===== src/sv/sha256_pkg.sv =====
`timescale 1ns / 1ps
`default_nettype none
// ----------------------------------------------------------------------------
// SHA-256 package
// Shared types, round constants, initial hash value and the SHA-256 logic
// functions.
// ----------------------------------------------------------------------------
package sha256_pkg;

  typedef enum logic [2:0] {
    StIdle,
    StRound,
    StUpdate,
    StPad,
    StDigest
  } state_e;

  // Control from the sequencer to the schedule window and the round core.
  typedef struct packed {
    logic push;     // shift one word into the block window
    logic load;     // copy chain words into the working variables
    logic step;     // run one compression round
    logic update;   // fold working variables into the chain words
    logic restart;  // return the chain words to the initial hash value
  } core_ctrl_t;

  localparam logic [31:0] InitHash [8] = '{
    32'h6a09e667, 32'hbb67ae85, 32'h3c6ef372, 32'ha54ff53a,
    32'h510e527f, 32'h9b05688c, 32'h1f83d9ab, 32'h5be0cd19
  };

  localparam logic [31:0] RoundK [64] = '{
    32'h428a2f98, 32'h71374491, 32'hb5c0fbcf, 32'he9b5dba5,
    32'h3956c25b, 32'h59f111f1, 32'h923f82a4, 32'hab1c5ed5,
    32'hd807aa98, 32'h12835b01, 32'h243185be, 32'h550c7dc3,
    32'h72be5d74, 32'h80deb1fe, 32'h9bdc06a7, 32'hc19bf174,
    32'he49b69c1, 32'hefbe4786, 32'h0fc19dc6, 32'h240ca1cc,
    32'h2de92c6f, 32'h4a7484aa, 32'h5cb0a9dc, 32'h76f988da,
    32'h983e5152, 32'ha831c66d, 32'hb00327c8, 32'hbf597fc7,
    32'hc6e00bf3, 32'hd5a79147, 32'h06ca6351, 32'h14292967,
    32'h27b70a85, 32'h2e1b2138, 32'h4d2c6dfc, 32'h53380d13,
    32'h650a7354, 32'h766a0abb, 32'h81c2c92e, 32'h92722c85,
    32'ha2bfe8a1, 32'ha81a664b, 32'hc24b8b70, 32'hc76c51a3,
    32'hd192e819, 32'hd6990624, 32'hf40e3585, 32'h106aa070,
    32'h19a4c116, 32'h1e376c08, 32'h2748774c, 32'h34b0bcb5,
    32'h391c0cb3, 32'h4ed8aa4a, 32'h5b9cca4f, 32'h682e6ff3,
    32'h748f82ee, 32'h78a5636f, 32'h84c87814, 32'h8cc70208,
    32'h90befffa, 32'ha4506ceb, 32'hbef9a3f7, 32'hc67178f2
  };

  localparam logic [31:0] PadMarkWord = 32'h80000000;
  localparam logic [7:0]  PadByte     = 8'h80;

  function automatic logic [31:0] big_sigma0(input logic [31:0] x);
    return {x[1:0], x[31:2]} ^ {x[12:0], x[31:13]} ^ {x[21:0], x[31:22]};
  endfunction

  function automatic logic [31:0] big_sigma1(input logic [31:0] x);
    return {x[5:0], x[31:6]} ^ {x[10:0], x[31:11]} ^ {x[24:0], x[31:25]};
  endfunction

  function automatic logic [31:0] small_sigma0(input logic [31:0] x);
    return {x[6:0], x[31:7]} ^ {x[17:0], x[31:18]} ^ {3'b000, x[31:3]};
  endfunction

  function automatic logic [31:0] small_sigma1(input logic [31:0] x);
    return {x[16:0], x[31:17]} ^ {x[18:0], x[31:19]} ^ {10'b0, x[31:10]};
  endfunction

  function automatic logic [31:0] choose(input logic [31:0] e, input logic [31:0] f,
                                         input logic [31:0] g);
    return (e & f) ^ (~e & g);
  endfunction

  function automatic logic [31:0] majority(input logic [31:0] a, input logic [31:0] b,
                                           input logic [31:0] c);
    return (a & b) ^ (a & c) ^ (b & c);
  endfunction

endpackage
`default_nettype wire


===== src/sv/sha256_sched.sv =====
`timescale 1ns / 1ps
`default_nettype none
// ----------------------------------------------------------------------------
// SHA-256 message schedule window
// A 16-word shift line that collects the block and then expands the schedule
// one word per round.
// ----------------------------------------------------------------------------
module sha256_sched (
  input  wire logic                   clk_i,
  input  wire sha256_pkg::core_ctrl_t ctrl_i,
  input  wire logic [31:0]            push_word_i,
  output logic      [31:0]            sched_word_o
);

  logic [31:0] win_q [16];
  logic [31:0] expand_word;

  // The next schedule word, computed from the taps of the window.
  assign expand_word = sha256_pkg::small_sigma1(win_q[14]) + win_q[9]
                     + sha256_pkg::small_sigma0(win_q[1]) + win_q[0];

  assign sched_word_o = win_q[0];

  always_ff @(posedge clk_i) begin
    if (ctrl_i.push || ctrl_i.step) begin
      for (int i = 0; i < 15; i++) begin
        win_q[i] <= win_q[i+1];
      end
      win_q[15] <= ctrl_i.push ? push_word_i : expand_word;
    end
  end

endmodule
`default_nettype wire


===== src/sv/sha256_core.sv =====
`timescale 1ns / 1ps
`default_nettype none
// ----------------------------------------------------------------------------
// SHA-256 round core
// Holds the chain words and the working variables and runs one compression
// round per cycle while step is asserted.
// ----------------------------------------------------------------------------
module sha256_core (
  input  wire logic                   clk_i,
  input  wire logic                   rst_ni,
  input  wire sha256_pkg::core_ctrl_t ctrl_i,
  input  wire logic [31:0]            round_k_i,
  input  wire logic [31:0]            sched_word_i,
  output logic      [255:0]           digest_o
);

  logic [31:0] chain_q [8];
  logic [31:0] var_q   [8];
  logic [31:0] t1;
  logic [31:0] t2;

  assign t1 = var_q[7] + sha256_pkg::big_sigma1(var_q[4])
            + sha256_pkg::choose(var_q[4], var_q[5], var_q[6]) + round_k_i + sched_word_i;
  assign t2 = sha256_pkg::big_sigma0(var_q[0])
            + sha256_pkg::majority(var_q[0], var_q[1], var_q[2]);

  always_ff @(posedge clk_i or negedge rst_ni) begin
    if (!rst_ni) begin
      for (int i = 0; i < 8; i++) begin
        chain_q[i] <= sha256_pkg::InitHash[i];
      end
    end else if (ctrl_i.restart) begin
      for (int i = 0; i < 8; i++) begin
        chain_q[i] <= sha256_pkg::InitHash[i];
      end
    end else if (ctrl_i.update) begin
      for (int i = 0; i < 8; i++) begin
        chain_q[i] <= chain_q[i] + var_q[i];
      end
    end
  end

  always_ff @(posedge clk_i) begin
    if (ctrl_i.load) begin
      for (int i = 0; i < 8; i++) begin
        var_q[i] <= chain_q[i];
      end
    end else if (ctrl_i.step) begin
      var_q[0] <= t1 + t2;
      var_q[1] <= var_q[0];
      var_q[2] <= var_q[1];
      var_q[3] <= var_q[2];
      var_q[4] <= var_q[3] + t1;
      var_q[5] <= var_q[4];
      var_q[6] <= var_q[5];
      var_q[7] <= var_q[6];
    end
  end

  assign digest_o = {chain_q[0], chain_q[1], chain_q[2], chain_q[3],
                     chain_q[4], chain_q[5], chain_q[6], chain_q[7]};

endmodule
`default_nettype wire


===== src/sv/sha256_stream_hasher.sv =====
`timescale 1ns / 1ps
`default_nettype none
// Input: beats are taken only while idle; after every 16th beat the input stalls through
//   the block's rounds and chain update. After the last beat, up to 15 pad words
//   (18 when the length spills into a new block) enter one per cycle; each filled block runs
//   its rounds and chain update. The digest register loads in the digest state after the
//   last chain update, or later while the previous digest is held.
// Reset: asynchronous, active low; chain to the initial value, counts and valid cleared.
// ----------------------------------------------------------------------------
// SHA-256 stream hasher
// Hashes a message given as big-endian 32-bit beats and emits the 256-bit
// digest after the beat marked last.
// ----------------------------------------------------------------------------
module sha256_stream_hasher (
  input  wire logic          clk_i,
  input  wire logic          rst_ni,
  // Input channel
  input  wire logic          in_valid_i,
  output logic               in_stall_o,
  input  wire logic [31:0]   data_word_i,
  input  wire logic [2:0]    byte_count_i,
  input  wire logic          last_word_i,
  // Output channel
  output logic               out_valid_o,
  input  wire logic          out_stall_i,
  output logic      [63:0]   digest_first_o,
  output logic      [63:0]   digest_second_o,
  output logic      [63:0]   digest_third_o,
  output logic      [63:0]   digest_fourth_o
);

  sha256_pkg::state_e     state_q, state_d;
  sha256_pkg::core_ctrl_t ctrl;

  logic [3:0]   wcnt_q, wcnt_d;         // words held in the block window
  logic [5:0]   rnd_q, rnd_d;           // round index
  logic [60:0]  bytes_q, bytes_d;       // message length in bytes, wraps
  logic         final_q, final_d;       // padding of the current message is under way
  logic         mark_q, mark_d;         // the 0x80 pad word is still owed
  logic         len_hi_q, len_hi_d;     // the upper length word was just pushed
  logic         len_done_q, len_done_d; // the length word went into the last block
  logic         out_valid_q, out_valid_d;
  logic [255:0] digest_q, digest_d;

  logic [31:0]  push_word;
  logic [31:0]  sched_word;
  logic [255:0] chain_digest;
  logic [2:0]   cnt_eff;
  logic [31:0]  last_word_fmt;
  logic [63:0]  bit_len;
  logic         accept;
  logic         can_emit;

  assign in_stall_o = (state_q != sha256_pkg::StIdle);
  assign accept     = in_valid_i && !in_stall_o;
  assign can_emit   = !out_valid_q || !out_stall_i;
  assign bit_len    = {bytes_q, 3'b000};

  // A short count only counts on the last beat, and counts above four mean four.
  assign cnt_eff = (!last_word_i || (byte_count_i > 3'd4)) ? 3'd4 : byte_count_i;

  // On a short last beat the pad byte takes the place of the first unused byte.
  always_comb begin
    case (cnt_eff)
      3'd0:    last_word_fmt = sha256_pkg::PadMarkWord;
      3'd1:    last_word_fmt = {data_word_i[31:24], sha256_pkg::PadByte, 16'h0000};
      3'd2:    last_word_fmt = {data_word_i[31:16], sha256_pkg::PadByte, 8'h00};
      3'd3:    last_word_fmt = {data_word_i[31:8], sha256_pkg::PadByte};
      default: last_word_fmt = data_word_i;
    endcase
  end

  // Next state.
  always_comb begin
    state_d = state_q;
    unique case (state_q)
      sha256_pkg::StIdle: begin
        if (accept) begin
          if (wcnt_q == 4'd15) begin
            state_d = sha256_pkg::StRound;
          end else if (last_word_i) begin
            state_d = sha256_pkg::StPad;
          end
        end
      end
      sha256_pkg::StRound: begin
        if (rnd_q == 6'd63) begin
          state_d = sha256_pkg::StUpdate;
        end
      end
      sha256_pkg::StUpdate: begin
        if (len_done_q) begin
          state_d = sha256_pkg::StDigest;
        end else if (final_q) begin
          state_d = sha256_pkg::StPad;
        end else begin
          state_d = sha256_pkg::StIdle;
        end
      end
      sha256_pkg::StPad: begin
        if (wcnt_q == 4'd15) begin
          state_d = sha256_pkg::StRound;
        end
      end
      sha256_pkg::StDigest: begin
        if (can_emit) begin
          state_d = sha256_pkg::StIdle;
        end
      end
      default: state_d = sha256_pkg::StIdle;
    endcase
  end

  // Sequencer outputs and datapath register updates.
  always_comb begin
    ctrl        = '0;
    push_word   = '0;
    wcnt_d      = wcnt_q;
    rnd_d       = rnd_q;
    bytes_d     = bytes_q;
    final_d     = final_q;
    mark_d      = mark_q;
    len_hi_d    = len_hi_q;
    len_done_d  = len_done_q;
    out_valid_d = out_valid_q && out_stall_i;
    digest_d    = digest_q;
    unique case (state_q)
      sha256_pkg::StIdle: begin
        if (accept) begin
          ctrl.push = 1'b1;
          push_word = last_word_i ? last_word_fmt : data_word_i;
          wcnt_d    = wcnt_q + 4'd1;
          bytes_d   = bytes_q + {58'd0, cnt_eff};
          if (last_word_i) begin
            final_d = 1'b1;
            mark_d  = (cnt_eff == 3'd4);
          end
          if (wcnt_q == 4'd15) begin
            ctrl.load = 1'b1;
            rnd_d     = '0;
          end
        end
      end
      sha256_pkg::StRound: begin
        ctrl.step = 1'b1;
        rnd_d     = rnd_q + 6'd1;
      end
      sha256_pkg::StUpdate: begin
        ctrl.update = 1'b1;
      end
      sha256_pkg::StPad: begin
        // Order within the tail: the owed pad word, zeros, then the 64-bit bit length.
        // The lower length word follows only the upper one; when the pad ends at word
        // 14 or 15 the block is closed with zeros and the length goes into the next one.
        ctrl.push = 1'b1;
        wcnt_d    = wcnt_q + 4'd1;
        if (mark_q) begin
          push_word = sha256_pkg::PadMarkWord;
          mark_d    = 1'b0;
        end else if (wcnt_q == 4'd14) begin
          push_word = bit_len[63:32];
          len_hi_d  = 1'b1;
        end else if (len_hi_q) begin
          push_word  = bit_len[31:0];
          len_hi_d   = 1'b0;
          len_done_d = 1'b1;
        end else begin
          push_word = '0;
        end
        if (wcnt_q == 4'd15) begin
          ctrl.load = 1'b1;
          rnd_d     = '0;
        end
      end
      sha256_pkg::StDigest: begin
        if (can_emit) begin
          out_valid_d  = 1'b1;
          digest_d     = chain_digest;
          ctrl.restart = 1'b1;
          bytes_d      = '0;
          final_d      = 1'b0;
          mark_d       = 1'b0;
          len_hi_d     = 1'b0;
          len_done_d   = 1'b0;
        end
      end
      default: begin
        ctrl = '0;
      end
    endcase
  end

  always_ff @(posedge clk_i or negedge rst_ni) begin
    if (!rst_ni) begin
      state_q     <= sha256_pkg::StIdle;
      wcnt_q      <= '0;
      rnd_q       <= '0;
      bytes_q     <= '0;
      final_q     <= 1'b0;
      mark_q      <= 1'b0;
      len_hi_q    <= 1'b0;
      len_done_q  <= 1'b0;
      out_valid_q <= 1'b0;
    end else begin
      state_q     <= state_d;
      wcnt_q      <= wcnt_d;
      rnd_q       <= rnd_d;
      bytes_q     <= bytes_d;
      final_q     <= final_d;
      mark_q      <= mark_d;
      len_hi_q    <= len_hi_d;
      len_done_q  <= len_done_d;
      out_valid_q <= out_valid_d;
    end
  end

  // The digest register holds a finished result so a new message can start.
  always_ff @(posedge clk_i) begin
    digest_q <= digest_d;
  end

  sha256_sched u_sched (
    .clk_i        (clk_i),
    .ctrl_i       (ctrl),
    .push_word_i  (push_word),
    .sched_word_o (sched_word)
  );

  sha256_core u_core (
    .clk_i        (clk_i),
    .rst_ni       (rst_ni),
    .ctrl_i       (ctrl),
    .round_k_i    (sha256_pkg::RoundK[rnd_q]),
    .sched_word_i (sched_word),
    .digest_o     (chain_digest)
  );

  assign out_valid_o     = out_valid_q;
  assign digest_first_o  = digest_q[255:192];
  assign digest_second_o = digest_q[191:128];
  assign digest_third_o  = digest_q[127:64];
  assign digest_fourth_o = digest_q[63:0];

endmodule
`default_nettype wire


===== config.mk =====
export PLATFORM = sky130hd
export DESIGN_NAME = sha256_stream_hasher
export DESIGN_NICKNAME = d
export VERILOG_FILES = /design/src/sv/sha256_pkg.sv /design/src/sv/sha256_sched.sv /design/src/sv/sha256_core.sv /design/src/sv/sha256_stream_hasher.sv
export SDC_FILE = /design/constraint.sdc
export NUM_CORES = 2
export LEC_CHECK = 0
export BUFFER_PORTS_ARGS = -buffer_cell sky130_fd_sc_hd__buf_2
export CAP_MARGIN = 30
export CORE_ASPECT_RATIO = 2
export CORE_MARGIN = 2
export CORE_UTILIZATION = 30
export CTS_CLUSTER_DIAMETER = 100
export DETAILED_ROUTE_END_ITERATION = 7
export PLACE_DENSITY = 0.42
export SLEW_MARGIN = 20
export SYNTH_ARGS = -nofsm -noshare
export SYNTH_HDL_FRONTEND = slang
export SYNTH_HIERARCHICAL = 1
export SYNTH_SLANG_ARGS = --single-unit

===== constraint.sdc =====
create_clock -name clk_i -period 27.9 [get_ports clk_i]
set_input_delay 2.79 -clock clk_i [delete_from_list [all_inputs] [get_ports clk_i]]
set_output_delay 2.79 -clock clk_i [all_outputs]
set_load 0.1 [all_outputs]

* After elaboration in Yosys (flattened, before gate mapping)
Memories as Yosys holds them, arrays and structs flattened.
Cells that the tools add are included.
** Word-level totals
- Register bits :: 591
- Memory bits (writable) :: 768
- ROM bits :: 2048
- Input port bits :: 40
- Output and inout port bits :: 258
- Word-level logic and storage cells :: 185
- Memories kept :: 3
** Operators by class
- $add $sub $neg :: 21
- Order comparisons :: 2
- Eq/ne operators :: 20
- Muxes and demuxes :: 68
- Bitwise logic cells :: 26
- Reduce and logical (&&, ||, !) cells :: 27
** Memories
- (no name shown) :: words 64, bits a word 32, read ports 1, clocked after Yosys merged registers in 0, write ports 0, line sha256_stream_hasher.sv:233 : .round_k_i (sha256_pkg::RoundK[rnd_q]),
- u_sched.win_q :: words 16, bits a word 32, read ports 16, clocked after Yosys merged registers in 0, write ports 16, line sha256_sched.sv:15 : logic [31:0] win_q [16];
- u_core.var_q :: words 8, bits a word 32, read ports 8, clocked after Yosys merged registers in 0, write ports 8, line sha256_core.sv:18 : logic [31:0] var_q [8];
** Operator list (number)
- adder 32 bit :: 18
- 2-to-1 mux 256 bit :: 2
- 2-to-1 mux 32 bit :: 16
- bitwise XOR 32 bit :: 9
- AND 32 bit :: 5
- one-hot mux 32 bit (4 select lines) :: 1
- 2-to-1 mux 61 bit :: 2
- one-hot mux 61 bit (2 select lines) :: 1
- one-hot mux 32 bit (2 select lines) :: 1
- adder 61 x 3 -> 61 bit :: 1
- NOT 32 bit :: 1
- bitwise XOR 32 x 22 -> 32 bit :: 1
- bitwise XOR 32 x 29 -> 32 bit :: 1
- 2-to-1 mux 1 bit :: 24
- 2-to-1 mux 3 bit :: 8
- one-hot mux 6 bit (3 select lines) :: 1
- inequality test 2 bit, second input constant :: 8
- one-hot mux 3 bit (5 select lines) :: 1
- == test 3 x 2 -> 1 bit, second input constant :: 4
- 2-to-1 mux 6 bit :: 2
- AND reduction 5 bit :: 2
- nonzero test 3 bit :: 3
- == test 4 bit, second input constant :: 2
- bitwise OR 1 bit :: 8
- other kinds (23) :: 42

* Longest topological paths before layout
- Depth in word-level cells :: 9
- Gate-level depth with buffers :: 39
- Depth with buffers taken out :: 36

* By module
The synthesis kept the hierarchy.
** By module, submodules not included
- sha256_core :: instances 1, cells an instance 4570, area an instance 41740.0 um^2, sequential area each 14263.7 um^2
- sha256_sched :: instances 1, cells an instance 1165, area an instance 20483.4 um^2, sequential area each 15374.7 um^2
- sha256_stream_hasher :: instances 1, cells an instance 1359, area an instance 15676.3 um^2, sequential area each 9664.3 um^2

* Worst setup path before layout
OpenSTA, ideal clock, no wires.
- Kind :: input port to flip-flop
- Start :: input out_stall_i
- End :: register u_core.chain_q (netlist bit u_core/digest_o[62])
- Setup time :: 0.124 ns
- Arrival :: 12.748 ns
- Required time :: 27.776 ns
- Slack :: 15.028 ns
- Cell stages on the path :: 11
- Buffers on the path :: 3
- Cells stage by stage :: nand2_1 > nand3_1 > inv_1 > clkbuf_1 > clkbuf_1 > inv_1 > nand2_1 > clkbuf_1 > nor3_1 > nand2_1 > nand3_1
** RTL lines
- start: declaration :: line sha256_stream_hasher.sv:25 : input wire logic out_stall_i,
- end signal: indexed assignment :: line sha256_core.sv:30 : chain_q[i] <= sha256_pkg::InitHash[i];
- end signal: indexed assignment :: line sha256_core.sv:34 : chain_q[i] <= sha256_pkg::InitHash[i];
- end signal: indexed assignment :: line sha256_core.sv:38 : chain_q[i] <= chain_q[i] + var_q[i];
- end: declaration :: line sha256_core.sv:17 : logic [31:0] chain_q [8];

==> metrics.md <==
| Metric | Value |
|---|---|
| Post-Syn Instances | `slightly above 7000` |
| Seq/Total Area, Yosys | `0.505` |
| Most common cell after layout, fill and taps aside | `edfxtp_1` |
| DRT Wirelength | `between 300000 and 400000 µm` |
| Synth Area in XOR/XNOR | `0.0621` |
| Critical path buffer and inverter count | `6` |
| Routed WL per cell | `between 30 and 40 µm` |
| Crit path max fanout | `approximately 60` |
| Yosys reg bits | `around 1400` |
| Detailed placement HPWL | `roughly 270000 µm` |
| Slew margin rel. | `0.255` |
| Synth unique cells | `105` |
| Adder-cell share of the synthesized area | `0.118` |
| Unrepaired setup endpoints after global routing | `false` |
| Die W | `364 µm` |
| Antenna-violating nets left | `0` |
| Worst-Margin Slew | `between 1 and 1.5 ns` |
| Clk buf depth | `4` |
| Full die area | `roughly 260000 µm²` |
| Fin. max-slew vios | `0` |
| Residual DRC | `0` |
| Drt pass-1 iters | `6` |
| Final Hold Violating Endpoints | `0` |
| Io pins | `between 200 and 300` |
| Yosys top cell area share | `0.395` |
| Synth Cell Area | `77900 µm²` |
| Non-Filler Instances | `10900` |
| PortBufs | `~300` |
| Die span in y | `725 µm` |
| Syn. warnings | `6` |
| Top cell family by delay on the critical path | `compound AO/OA/AOI/OAI gates` |
| Num CTS Buffers | `around 150` |
| Max cap viols | `0` |
| Via count | `56600` |
| Commonest cells after routing, fill and taps aside | `1024 x edfxtp_1, 878 x nand2_1, 465 x a21oi_1` |
| Kind of critical path | `flop to flop` |
| Final Wtd Congestion | `0.946` |
| Placed cell count | `about 11000` |
| H-tree depth | `4` |
| Mean post-synth cell area | `11.0 µm²` |
| Finish-stage setup viols | `0` |
| Number of synthesized flops with an enable pin | `1024` |
| Asr flop ratio synth | `0.247` |
| Largest family of logic cells by synthesized area | `compound AO/OA/AOI/OAI gates` |
| Status | `complete, no violations` |
| Min Tclk post-route | `roughly 11 ns` |
| Core Box Area | `approximately 260000 µm²` |
| Post-CTS setup buffer count | `0` |
| Vias in the first global route | `~58000` |
| Initial antenna violation count | `22` |
| # clock sinks | `~1400` |
| Post-synthesis simple-gate area fraction | `0.111` |
| DRT iter0 DRCs | `between 4000 and 5000` |
| Rows | `between 200 and 300` |
| Clock latency on the worst-skew pair | `just under 0.9 ns` |
| Global-route wire length before repair | `~470000 µm` |
| Yosys top cell by area | `edfxtp_1` |
| Fmax | `approximately 94 MHz` |
| Post-CTS Hold Buffers | `0` |
| CTS-repair resized insts | `0` |
| Via density per instance | `5.18` |
| Mux share of post-synthesis cell area | `0.0263` |
| Hold WC Path Type | `flop to flop` |
| Tcrit/Tclk final | `0.380` |
| Final Skew | `between 0.07 and 0.08 ns` |
| Worst path max stage delay | `roughly 0.60 ns` |
| Pin count of the biggest net entering global routing | `83` |
| Area contributors post-synth | `edfxtp_1 39%, dfrtp_1 6.4%, ha_1 6.4%, fa_1 5.0%, dfstp_2 4.6%` |
| Layout cells sized above 1 | `0.129` |
| CTS root buf | `clkbuf_16` |
| CTS tree | `built` |
| Endpoint class of the critical path | `flop` |
| CP arrival | `approximately 11 ns` |
| Area Overhead vs Synth | `13.6%` |
| WP data required | `28.49 ns` |
| Setup TNS | `0 ns` |
| Startpoint types | `flop` |
| Compound-Gate Fraction of Synth Area | `0.137` |
| Ys flop type | `edfxtp_1` |
| GRT Resource Usage Total | `0.255` |
| Grt ovf | `0` |
| Layout fillers | `26200` |
| Initial Util | `0.302` |
| CP max stage cell | `buf_4` |
| Clock transition at path regs | `0.07 ns` |
| Synth Net Count | `7727` |
| Fin nets | `~8000` |
flip-flops by register name, summed over array words and instances (netlist names):
register         count
len_hi_q             1
u_core/digest_o    256
u_sched/win_q      512
bytes_q             61
mark_q               1
rnd_q                6
out_valid_o          1
u_core/var_q       256
state_q              3
len_done_q           1
wcnt_q               4
final_q              1
digest_q           256
area by class of cell:
type / count / area [µm²] / area share
flip-flops and latches: 1359 / 39300 / 0.444
multi-input cells: 4928 / 35500 / 0.402
inverters: 468 / 1770 / 0.0201
clock buffers: 180 / 3960 / 0.0447
repair buffers: 429 / 2660 / 0.0300
well taps: 3458 / 4330 / 0.0489
diodes: 18 / 45.0 / 0.000509
clock inverters: 82 / 857 / 0.00969
metal layers:
metal  vias up  global-route usage  routed length (µm)
met5         -                   0                   0
met3       761              0.0297               11800
li1      25900                   -                   -
met4         0               0.247               40600
met2      1704               0.483              184000
met1     28200               0.229              105000
cell usage after synthesis (55+ instances only):
cell      number
edfxtp_1    1024
dfrtp_1      199
clkbuf_1     262
xor2_1       149
a211oi_1      61
nor3_1        92
o211ai_1      60
nor2_1       386
xnor2_1      403
nor2b_1       66
mux2_2        80
or3_1         57
a31oi_1       56
nand2b_1      56
and3_1        59
mux2i_1       91
a21o_1       166
fa_1         195
o21a_1        58
o31ai_1       55
nand2_1      879
inv_1        467
o21ai_0      405
ha_1         398
dfstp_2      136
nand3_1      114
a21oi_1      466
cell families after synthesis:
logic type / Yosys count
XOR/XNOR: 552
flip-flops: 1359
multiplexers: 182
AO/OA/AOI/OAI: 1673
adder cells (fa/ha/maj): 625
buffers and inverters: 807
AND/OR/NAND/NOR: 1896
path summary, 6_finish.rpt:
path	slack, ns	from	cells past startpoint	endpoint
max	17.31	rnd_q[3]	35	u_core/var_q[0][25]
min in group asynchronous	1.97	rst_ni	1	u_core/digest_o[130]
min	0.39	u_sched/win_q[3][29]	0	u_sched/win_q[2][61]
max in group asynchronous	23.19	rst_ni	4	wcnt_q[2]
max reg2reg	17.31	rnd_q[3]	35	u_core/var_q[0][25]
min reg2reg	0.39	u_sched/win_q[3][29]	0	u_sched/win_q[2][61]
per-stage QoR:
step           utilization  setup WS [ns]  hold WS (ns)  cell area [µm²]
2_1_floorplan            -          15.03         0.400            77900
5_1_grt              0.342          16.75         0.412            88500
4_1_cts              0.342          17.37         0.404            88300
3_3_place_gp         0.323          17.23         0.400            83300
3_5_place_dp         0.323          17.37         0.405            83500
6_report             0.343          17.31         0.395            88500
Power is not shown: default switching activity piles up to over one toggle a cycle in this logic, so the estimate is an artifact.
